[src/rtl/mfvs_pkg.sv]
package mfvs_pkg;

  // table geometry
  localparam int MAX_FACES   = 1024;
  localparam int VERTEX_BITS = 32;
  localparam int NODES       = 4;
  localparam int CORNERS     = 8;

  localparam int ADDR_BITS = (MAX_FACES > 1) ? $clog2(MAX_FACES) : 1;
  localparam int CNT_BITS  = $clog2(MAX_FACES + 1);

  // fixed port field widths
  localparam int SLOT_W  = 10;
  localparam int VID_W   = 32;
  localparam int SIDE_W  = 3;
  localparam int COUNT_W = 11;
  localparam int INDEX_W = 10;

  // input tdata layout, lowest bit first: slot, corner_vertex_0..7, face_side
  localparam int SLOT_LSB   = 0;
  localparam int CORNER_LSB = SLOT_LSB + SLOT_W;
  localparam int SIDE_LSB   = CORNER_LSB + CORNERS * VID_W;
  localparam int IN_USED_W  = SIDE_LSB + SIDE_W;
  localparam int IN_TDATA_W = ((IN_USED_W + 7) / 8) * 8;

  localparam int OUT_TDATA_W = ((INDEX_W + 7) / 8) * 8;

  localparam logic OP_LOAD  = 1'b0;
  localparam logic OP_QUERY = 1'b1;

  localparam logic [SIDE_W-1:0] SIDE_LAST = 3'd5;

  typedef logic [VERTEX_BITS-1:0] vertex_t;
  typedef logic [NODES-1:0][VERTEX_BITS-1:0] face_t;

  typedef struct packed {
    logic                 en;
    logic [ADDR_BITS-1:0] addr;
    face_t                data;
  } ram_wr_t;

  typedef struct packed {
    logic                 en;
    logic [ADDR_BITS-1:0] addr;
  } ram_rd_t;

  typedef enum logic [2:0] {
    ST_IDLE = 3'b001,
    ST_SCAN = 3'b010,
    ST_DONE = 3'b100
  } state_t;

  // corner number k of a cell side; only valid for sides 0..5
  function automatic logic [2:0] side_corner(input logic [SIDE_W-1:0] side,
                                             input logic [1:0] k);
    logic [2:0] c;
    c = 3'd0;
    unique case (side)
      3'd0:    c = {k, 1'b0};             // x low  {0,2,4,6}
      3'd1:    c = {k, 1'b1};             // x high {1,3,5,7}
      3'd2:    c = {k[1], 1'b0, k[0]};    // y low  {0,1,4,5}
      3'd3:    c = {k[1], 1'b1, k[0]};    // y high {2,3,6,7}
      3'd4:    c = {1'b0, k};             // z low  {0,1,2,3}
      3'd5:    c = {1'b1, k};             // z high {4,5,6,7}
      default: c = 3'd0;
    endcase
    return c;
  endfunction

endpackage

[src/rtl/mfvs_match.sv]
module mfvs_match (
  input  mfvs_pkg::face_t entry,
  input  mfvs_pkg::face_t sel,
  output logic            hit
);

  // every selected corner must appear somewhere among the stored nodes
  logic [mfvs_pkg::NODES-1:0] present;

  always_comb begin
    for (int s = 0; s < mfvs_pkg::NODES; s++) begin
      present[s] = 1'b0;
      for (int n = 0; n < mfvs_pkg::NODES; n++) begin
        if (entry[n] == sel[s]) begin
          present[s] = 1'b1;
        end
      end
    end
  end

  assign hit = &present;

endmodule

[config.mk]
export PLATFORM = sky130hd
export DESIGN_NAME = mfvs_match
export DESIGN_NICKNAME = d
export VERILOG_FILES = /design/src/rtl/mfvs_pkg.sv /design/src/rtl/mfvs_match.sv
export SDC_FILE = /design/constraint.sdc
export NUM_CORES = 1
export LEC_CHECK = 0
export BUFFER_PORTS_ARGS = -buffer_cell sky130_fd_sc_hd__buf_4
export CAP_MARGIN = 20
export CORE_MARGIN = 2
export CORE_UTILIZATION = 54
export DETAILED_ROUTE_END_ITERATION = 6
export GPL_ROUTABILITY_DRIVEN = 0
export MAX_ROUTING_LAYER = met4
export PLACE_DENSITY_LB_ADDON = 0.3
export SETUP_SLACK_MARGIN = 0.05
export SYNTH_ARGS = -nofsm -noshare
export SYNTH_HDL_FRONTEND = slang
export SYNTH_SLANG_ARGS = --single-unit
[constraint.sdc]
create_clock -name vclk -period 2.7
set_input_delay 0.405 -clock vclk [all_inputs]
set_output_delay 0.405 -clock vclk [all_outputs]
set_load 0.02 [all_outputs]
Word-level counts from Yosys, hierarchy flattened

Cells that the tools add are included.

Bits in registers: 0
Input bits: 256
Output and inout port bits: 1
Logic and storage cells: 33

Equal/unequal tests: 16
Mux-type cells: 16
Reductions and logical operators: 1

Operators by type and width:

| kind                | number |
|---|---|
| 32-bit == test      | 16 |
| 1-bit 2-to-1 mux    | 16 |
| 4-bit AND reduction | 1 |

Logic depth before layout (Yosys ltp)

Gate-level depths: netlist (run 1).

Word-level depth: 6
Mapped depth: 6
Mapped depth without buffers: 6

Least setup slack after synthesis (run 1)

Ideal clock, no wire load.

Path type: input to output
From: input entry[46] (netlist name)
To: output hit
Data arrival time: 1.471 ns
Data required time: 2.295 ns
Setup slack: 0.824 ns
Stages on the path: 6
Buffers on the path: 0
Cell sequence: xor2_1 > nor4_1 > nand4_1 > o22ai_1 > o22ai_1 > nor2_1

Word-level cells in the longest chain between the ends: 5
Elaborated cells between the ends (all ways): 17
Classes of those cells: eq/ne (4); mux (12); reduce/logical (1)

RTL lines:

| item                          | RTL line         | text |
|---|---|---|
| start, declared               | mfvs_match.sv:2  | `input mfvs_pkg::face_t entry,` |
| 32-bit == test                | mfvs_match.sv:14 | `if (entry[n] == sel[s]) begin` |
| 1-bit 2-to-1 mux (3 in a row) | mfvs_match.sv:14 |  |
| 4-bit AND reduction (*)       | mfvs_match.sv:21 | `assign hit = &present;` |
| end, declared                 | mfvs_match.sv:4  | `output logic hit` |

Every way passes the cells marked *; elsewhere a longest branch is shown, timed or not.

Final worst setup path (run 1)

From: input entry[112] (netlist name)
To: output hit

Word-level cells in the longest chain between the ends: 3
Elaborated cells between the ends (all ways): 9
Classes of those cells: eq/ne (4); mux (4); reduce/logical (1)

RTL lines:

| item                    | RTL line |
|---|---|
| 32-bit == test          | mfvs_match.sv:14 |
| 1-bit 2-to-1 mux        | mfvs_match.sv:14 |
| 4-bit AND reduction (*) | mfvs_match.sv:21 |

Marks and branches as above.

==> results of run 1 <==
[cells by family (layout without fill, tap and decap cells)]
family / count (synthesis) / count (layout) / synth area share (%)
xor+xnor: 512 / 512 / 80.8
buf+inv: 0 / 259 / 0
compound gates: 10 / 10 / 1.13
simple gates: 161 / 161 / 18.1
[synth_stat cells]
master | number | area (um2)
o22ai_1 | 10 | 62.6
nor2_1 | 1 | 3.75
nor4_1 | 128 | 801
nand4_1 | 32 | 200
xor2_1 | 512 | 4480
[how the worst min path moves through the flow]
stage          startpoint  end  slack, ns
6_report       entry[102]  hit       1.64
5_1_grt          entry[3]  hit       1.68
4_1_cts        entry[102]  hit       1.62
3_5_place_dp   entry[102]  hit       1.62
3_3_place_gp   entry[102]  hit       1.62
2_1_floorplan     sel[79]  hit       1.29
[through the flow]
stage          setup slack (ns)  utilization (%)
5_1_grt                  0.0631             75.7
3_5_place_dp              0.100             75.6
3_3_place_gp              0.102             75.6
6_report                 0.0414             75.7
4_1_cts                  0.0951             75.6
2_1_floorplan             0.824                -
[area by class of cell]
cell class / instances / area (um2) / share of cell area, %
Multi-Input combinational cell: 683 / 5560 / 72.5
Tap cell: 136 / 170 / 2.22
Timing Repair Buffer: 259 / 1940 / 25.3
[critical path, cell delays in order]
cell,delay [ns]
buf_4,0.14
xor2_1,0.16
nor4_1,0.57
nand4_1,0.27
o22ai_1,0.21
o22ai_1,0.14
nor2_1,0.19
buf_4,0.18
[metal layers]
layer,vias to the layer above,routed length (um)
met4,0,920
met2,507,10200
met5,-,0
li1,2910,-
met1,2929,9040
met3,91,2680
[power breakdown]
group          internal, mW  switching, mW
clock network             0              0
logic                 0.596          0.713
registers                 0              0
total                 0.596          0.713
[timing repair]
item	CTS	global route
resized for setup	0	2
hold buffers	0	0
setup buffers	0	0
endpoints found under the setup margin	0	1
==> metrics.md, run 1 <==
| Metric | Value |
|---|---|
| Status | `finished, final reports clean` |
| Worst Path Class, Setup | `primary input to output pin` |
| First-pass GRT wire length | `between 30000 and 40000 um` |
| Synth-to-Final Area Change | `38.3%` |
| Slew @ Worst Pin | `approximately 0.64 ns` |
| Total GRT Usage | `between 40% and 50%` |
| Synth warn | `0` |
| Crit-path max FO | `4` |
| Final Non-Filler Cells | `approximately 1.1k` |
| Fin Hold WS | `between 1.5 and 2 ns` |
| Antenna violations before repair | `0` |
| Crit path capture | `hit` |
| Largest net degree at the start of global routing | `5` |
| Antenna cells | `0` |
| Sequential cells | `0` |
| Vias per inst | `5.97` |
| Commonest non-fill, non-tap cell in the layout | `xor2_1` |
| Period minus WS final | `about 2.7 ns` |
| Hold path depth | `8` |
| Fill cells | `around 790` |
| Share of layout cells above drive strength 1 | `27.7%` |
| Final nets | `around 1.2k` |
| Required time worst endpoint | `roughly 2.3 ns` |
| Area post-placement | `about 7700 um2` |
| WL final | `~23000 um` |
| GR peak layer | `met2` |
| Crit share post-route | `between 90% and 100%` |
| Design area | `7680 um2` |
| Avg Cell Area, Syn | `between 8 and 9 um2` |
| Lkg Pwr | `roughly 3.5 nW` |
| Total of max-cap violations | `0` |
| FP Rows | `37` |
| Hold Fails Final Rpt | `0` |
| Grt met2 use | `65.4%` |
| DRT antenna net count | `0` |
| Cell Area, Synth | `approximately 5600 um2` |
| Mapped Cells | `slightly below 700` |
| HPWL Detailed | `19600 um` |
| Max VDD drop | `103 uV` |
| Routed WL per cell | `21.2 um` |
| Max Slew Vio Count | `0` |
| HP Class | `primary input to output pin` |
| Most frequent cells in the layout | `xor2_1 (512), buf_4 (259), nor4_1 (126)` |
| GRT overflow | `0` |
| Fmax | `roughly 0.38 GHz` |
| Dpl cells | `around 1.1k` |
| CP endpoint kind | `output pin` |
| Die ar. | `between 10000 and 15000 um2` |
| Port-buffer cells | `257` |
| DR pass1 iterations | `6` |
| Ports | `between 200 and 300` |
| Total nets after synthesis | `approximately 940` |
| Die height | `105 um` |
| Residual DRC | `0` |
| Total power | `~1.3 mW` |
| Post-synthesis sequential area ratio | `0%` |
| Power per Cell Area | `between 150 and 200 nW/um2` |
| Global Route met1 Usage | `between 50 and 60%` |
| GR Util met3 | `~7.6%` |
| Die Wd | `approximately 110 um` |
| RSZ-0062 raised after global routing | `false` |
| # clk buffers | `0` |
| Number of global-route vias before repair | `6405` |
| Final setup viols | `0` |
| Headroom to the max-slew limit | `between 50% and 60%` |
| Initial Util | `~55%` |
| Crit path launch | `entry[112]` |
| Final TNS setup | `0 ns` |
| Storage cell area | `0 um2` |
| Crit path arrival time | `~2.3 ns` |
| Drt initial violations | `~680` |
| Core area | `10100 um2` |
| Crit path launch type | `primary input` |
| Vias post-DR | `around 6.4k` |
| Synth cell types | `5` |
No activity file was read; power rests on OpenSTA's default activity.
==> run 2, diff against run 1 <==
Settings changed: CAP_MARGIN 20 to unset, CORE_UTILIZATION 54 to 45.
Clock period 2.7 ns to 2.1 ns, I/O delays scaled along.
==> metrics.md, run 2 (same netlist as run 1, synthesis figures left out) <==
| Metric | Value |
|---|---|
| Residual DRC | `0 (unchanged)` |
| Core area | `12000 um2 (+18%)` |
| Final Non-Filler Cells | `1176 (+9.1%)` |
| Status | `finished, violations left` |
| Antenna cells | `0 (unchanged)` |
| Violated checks | `setup timing` |
| FP Rows | `40 (+8.1%)` |
| Required time worst endpoint | `1.78 ns (-0.52 ns)` |
| Initial Util | `46.2% (-8.5 points)` |
| Max stage delay on crit path | `0.35 ns (-0.22 ns)` |
| Max VDD drop | `139 uV (+34%)` |
| Period minus WS final | `approximately 2.2 ns` |
| Crit share post-route | `107%` |
| Share of power burned in registers | `0% (unchanged)` |
| Die Wd | `115 um (+9.2%)` |
| Crit path launch | `entry[75]` |
| Headroom to the max-slew limit | `70.3% (+13 points)` |
| P_sw | `0.969 mW (+36%)` |
| Port-buffer cells | `257 (unchanged)` |
| Hold Fails Final Rpt | `0 (unchanged)` |
| GRT overflow | `0 (unchanged)` |
| Most frequent cells in the layout | `xor2_1 (510), buf_4 (335), nor4_1 (110)` |
| Net Sw Frac | `52.2% (-2.3 points)` |
| Final worst setup slack | `-0.140 ns (-0.182 ns)` |
| Vias per inst | `5.55 (-7.1%)` |
| Max Slew Vio Count | `0 (unchanged)` |
| Fill cells | `1004 (+27%)` |
| Final setup viols | `1 (+1)` |
| Total of max-cap violations | `0 (unchanged)` |
| Stages on worst setup path | `9 (+1)` |
| CP max-delay cell | `nor4_2` |
| Final nets | `1287 (+7.2%)` |
| Commonest non-fill, non-tap cell in the layout | `xor2_1` |
| CP endpoint kind | `output pin` |
| HP Class | `primary input to output pin` |
| HPWL Detailed | `20500 um (+4.8%)` |
| Crit path launch type | `primary input` |
| Combinational share of power | `100.0% (about the same)` |
| Number of global-route vias before repair | `6626 (+3.5%)` |
| Final TNS setup | `-0.140 ns (-0.140 ns)` |
| Slew @ Worst Pin | `0.441 ns (-0.195 ns)` |
| Antenna violations before repair | `0 (unchanged)` |
| Fin Hold WS | `1.48 ns (-0.165 ns)` |
| DRT antenna net count | `0 (unchanged)` |
| Routed WL per cell | `20.4 um (-4.0%)` |
| Storage cell area | `0 um2 (unchanged)` |
| Int Power | `0.888 mW (+49%)` |
| Total GRT Usage | `35.3% (-5.0 points)` |
| # clk buffers | `0 (unchanged)` |
| Share of layout cells above drive strength 1 | `35.7% (+8.0 points)` |
| Worst Path Class, Setup | `primary input to output pin` |
| Die height | `115 um (+9.2%)` |
| Dpl cells | `1174 (+8.9%)` |
| WL final | `23900 um (+4.8%)` |
| Die ar. | `13200 um2 (+19%)` |
| Clock power frac | `0% (unchanged)` |
| Sequential cells | `0 (unchanged)` |
| Crit path capture | `hit` |
| RSZ-0062 raised after global routing | `true` |
| CP bufs+invs | `3 (+1)` |
| Crit-path max FO | `4 (unchanged)` |
| Ports | `257 (unchanged)` |
| First-pass GRT wire length | `35500 um (+2.8%)` |
| DR pass1 iterations | `5 (-1)` |
| Vias post-DR | `6526 (+1.4%)` |
| Crit-path cells | `buf_4 > xor2_1 > nor4_2 > buf_4 > nand4_1 > o22ai_1 > o22ai_1 > nor2_2 > buf_6` |
| Fmax | `between 0.4 and 0.5 GHz` |
| Utilization after layout | `71.1% (-4.7 points)` |
| Top cell family by delay on the critical path | `simple AND/OR/NAND/NOR gates` |
| Drt initial violations | `549 (-19%)` |
| Synth-to-Final Area Change | `53.7%` |
| Largest net degree at the start of global routing | `5 (unchanged)` |
| Power per Cell Area | `218 nW/um2 (+28%)` |
| Lkg Pwr | `3.98 nW (+14%)` |
| Crit path arrival time | `1.93 ns (-0.32 ns)` |
run 2: changes by cell type in the layout (fill, tap and decap cells not counted), sizes merged:
| cell | delta |
|---|---|
| buf | +87 |
run 2: how the worst min path moves through the flow:
| stage | cells after the start | start | endpoint | slack, ns |
|---|---|---|---|---|
| global route | 8 | entry[102] | hit | 1.48 |
| global placement | 8 | entry[102] | hit | 1.47 |
| CTS | 8 | entry[102] | hit | 1.47 |
| detailed placement | 8 | entry[102] | hit | 1.46 |
| finish | 8 | entry[102] | hit | 1.48 |
| floorplan | 6 | sel[79] | hit | 1.11 |
run 2: through the flow:
stage	power [mW]	instance area, um2	worst slack [ns]
after global placement	1.73	8340	-0.190
final	1.86	8530	-0.140
after CTS	1.80	8430	-0.116
after detailed placement	1.76	8340	-0.210
after global routing	1.98	8530	-0.202
after floorplan	0.690	5550	0.404
run 2: layout make-up:
cell class / count / area, um2 / share of cell area, %
multi-input cells: 683 / 5680 / 66.6
repair buffers: 346 / 2670 / 31.3
well taps: 147 / 184 / 2.16
run 2: what timing repair did:
| item | CTS | global route |
|---|---|---|
| setup buffers | 1 | 1 |
| pin swaps | 13 | 10 |
| endpoints found under the setup margin | 1 | 1 |
| resized for setup | 15 | 18 |
| hold buffers | 0 | 0 |
run 2: tightest hold or removal path: stages:
cell and delay [ns]:
buf_4 0.12, xor2_1 0.14, nor4_1 0.07, nand4_1 0.07
o22ai_1 0.07, o22ai_1 0.15, nor2_2 0.08, buf_6 0.13
run 2: per-layer routing:
| layer | global-route usage [%] | up-vias | share of wire, % |
|---|---|---|---|
| met2 | 57.0 | 384 | 46 |
| met4 | 13.3 | 0 | 3.8 |
| met1 | 45.2 | 2991 | 41 |
| li1 | - | 3082 | - |
| met5 | - | - | 0 |
| met3 | 4.16 | 69 | 8.8 |
run 2: power groups by stage:
stage	clock, mW	combinational, mW	sequential [mW]
global placement	0	1.73	0
CTS	0	1.80	0
detailed placement	0	1.76	0
floorplan	0	0.690	0
finish	0	1.86	0
global route	0	1.98	0
==> run 3, diff against run 2 <==
Settings changed: CORE_UTILIZATION 45 to 40.
==> metrics.md, run 3 (same netlist as run 1, synthesis figures left out) <==
| Metric | Value |
|---|---|
| Routed WL per cell | `21.3 um (+4.7%)` |
| HP Class | `primary input to output pin` |
| Status | `finished, violations left` |
| Crit share post-route | `109% (+2.1 points)` |
| Net Sw Frac | `53.5% (+1.3 points)` |
| Largest net degree at the start of global routing | `5 (unchanged)` |
| Crit-path cells | `buf_4 > xor2_1 > nor4_1 > nand4_1 > o22ai_2 > o22ai_1 > nor2_1 > buf_4` |
| CP endpoint kind | `output pin` |
| Share of power burned in registers | `0% (unchanged)` |
| Share of layout cells above drive strength 1 | `34.5% (-1.2 points)` |
| Worst Path Class, Setup | `primary input to output pin` |
| Headroom to the max-slew limit | `68.8% (-1.5 points)` |
| Die Wd | `122 um (+5.9%)` |
| Number of global-route vias before repair | `6571 (-0.83%)` |
| Storage cell area | `0 um2 (unchanged)` |
| Sequential cells | `0 (unchanged)` |
| Hold Fails Final Rpt | `0 (unchanged)` |
| Antenna cells | `0 (unchanged)` |
| DR pass1 iterations | `7 (+2)` |
| Max VDD drop | `116 uV (-16%)` |
| Lkg Pwr | `3.82 nW (-4.1%)` |
| FP Rows | `43 (+7.5%)` |
| Final Non-Filler Cells | `1174 (-0.17%)` |
| WL final | `25000 um (+4.5%)` |
| Most frequent cells in the layout | `xor2_1 (511), buf_4 (292), nor4_1 (98)` |
| Slew @ Worst Pin | `0.463 ns (+0.0217 ns)` |
| Die height | `122 um (+5.9%)` |
| Ports | `257 (unchanged)` |
| Violated checks | `setup timing` |
| Max stage delay on crit path | `0.40 ns (+0.05 ns)` |
| First-pass GRT wire length | `36600 um (+3.2%)` |
| Vias post-DR | `6546 (+0.31%)` |
| Final worst setup slack | `-0.185 ns (-0.0450 ns)` |
| Vias per inst | `5.58 (+0.48%)` |
| Initial Util | `40.5% (-5.8 points)` |
| RSZ-0062 raised after global routing | `true` |
| Residual DRC | `0 (unchanged)` |
| P_sw | `0.984 mW (+1.5%)` |
| Clock power frac | `0% (unchanged)` |
| Crit path arrival time | `1.97 ns (+0.04 ns)` |
| Crit-path max FO | `4 (unchanged)` |
| Int Power | `0.855 mW (-3.6%)` |
| CP max-delay cell | `nor4_1` |
| Commonest non-fill, non-tap cell in the layout | `xor2_1` |
| Power per Cell Area | `219 nW/um2 (+0.58%)` |
| Required time worst endpoint | `1.78 ns (about the same)` |
| DRT antenna net count | `0 (unchanged)` |
| Dpl cells | `1172 (-0.17%)` |
| Fmax | `0.438 GHz (-2.0%)` |
| Crit path launch type | `primary input` |
| Drt initial violations | `597 (+8.7%)` |
| Total GRT Usage | `32.8% (-2.5 points)` |
| Synth-to-Final Area Change | `51.4%` |
| Total of max-cap violations | `0 (unchanged)` |
| # clk buffers | `0 (unchanged)` |
| Max Slew Vio Count | `0 (unchanged)` |
| Die ar. | `14800 um2 (+12%)` |
| Period minus WS final | `2.29 ns (+0.0450 ns)` |
| Antenna violations before repair | `0 (unchanged)` |
| HPWL Detailed | `21100 um (+3.2%)` |
| Port-buffer cells | `257 (unchanged)` |
| Cell mode on critical path | `buf_4` |
| Final setup viols | `1 (unchanged)` |
| Combinational share of power | `100.0% (about the same)` |
| GRT overflow | `0 (unchanged)` |
| Final nets | `1252 (-2.7%)` |
| Total power | `1.84 mW (-0.95%)` |
| Core area | `13700 um2 (+14%)` |
[run 3: per-stage QoR]
stage	hold slack (ns)	utilization [%]	setup WS [ns]	setup TNS [ns]	cell area, um2
2_1_floorplan	1.11	-	0.404	0	5550
5_1_grt	1.56	61.3	-0.217	-0.217	8400
6_report	1.52	61.3	-0.185	-0.185	8400
4_1_cts	1.51	60.2	-0.0751	-0.0751	8260
3_3_place_gp	1.51	59.0	-0.246	-0.246	8100
3_5_place_dp	1.50	59.0	-0.311	-0.311	8100
[run 3: critical path: cells and delay by family]
family,cells,cell delay (ns)
simple gates,3,0.86
buf+inv,2,0.32
compound gates,2,0.31
xor+xnor,1,0.16
[run 3: path summary, 6_finish.rpt]
path	from	endpoint	cells past startpoint
hold / removal	entry[5]	hit	8
setup / recovery	entry[46]	hit	8
[run 3: what timing repair did]
action	4_1_cts	5_1_grt
setup endpoints to repair	1	1
buffers inserted	0	2
gates resized for setup	30	25
pin swaps	18	9
hold buffers	0	0
endpoints found under the hold margin	0	0
[run 3: area by class of cell]
type	count	area, um2
fillers	1292	5320
multi-input cells	683	5760
well taps	180	225
repair buffers	311	2420
[run 3: routing by layer]
layer | global-route usage [%] | share of wire (%)
met1 | 42.2 | 42
met2 | 54.6 | 46
met3 | 3.65 | 8.3
met4 | 8.69 | 3.1
met5 | - | 0
[run 3: power by group through the flow]
stage / combinational [mW] / sequential (mW) / clock, mW
floorplan: 0.690 / 0 / 0
global placement: 1.69 / 0 / 0
detailed placement: 1.71 / 0 / 0
CTS: 1.76 / 0 / 0
global route: 1.95 / 0 / 0
finish: 1.84 / 0 / 0
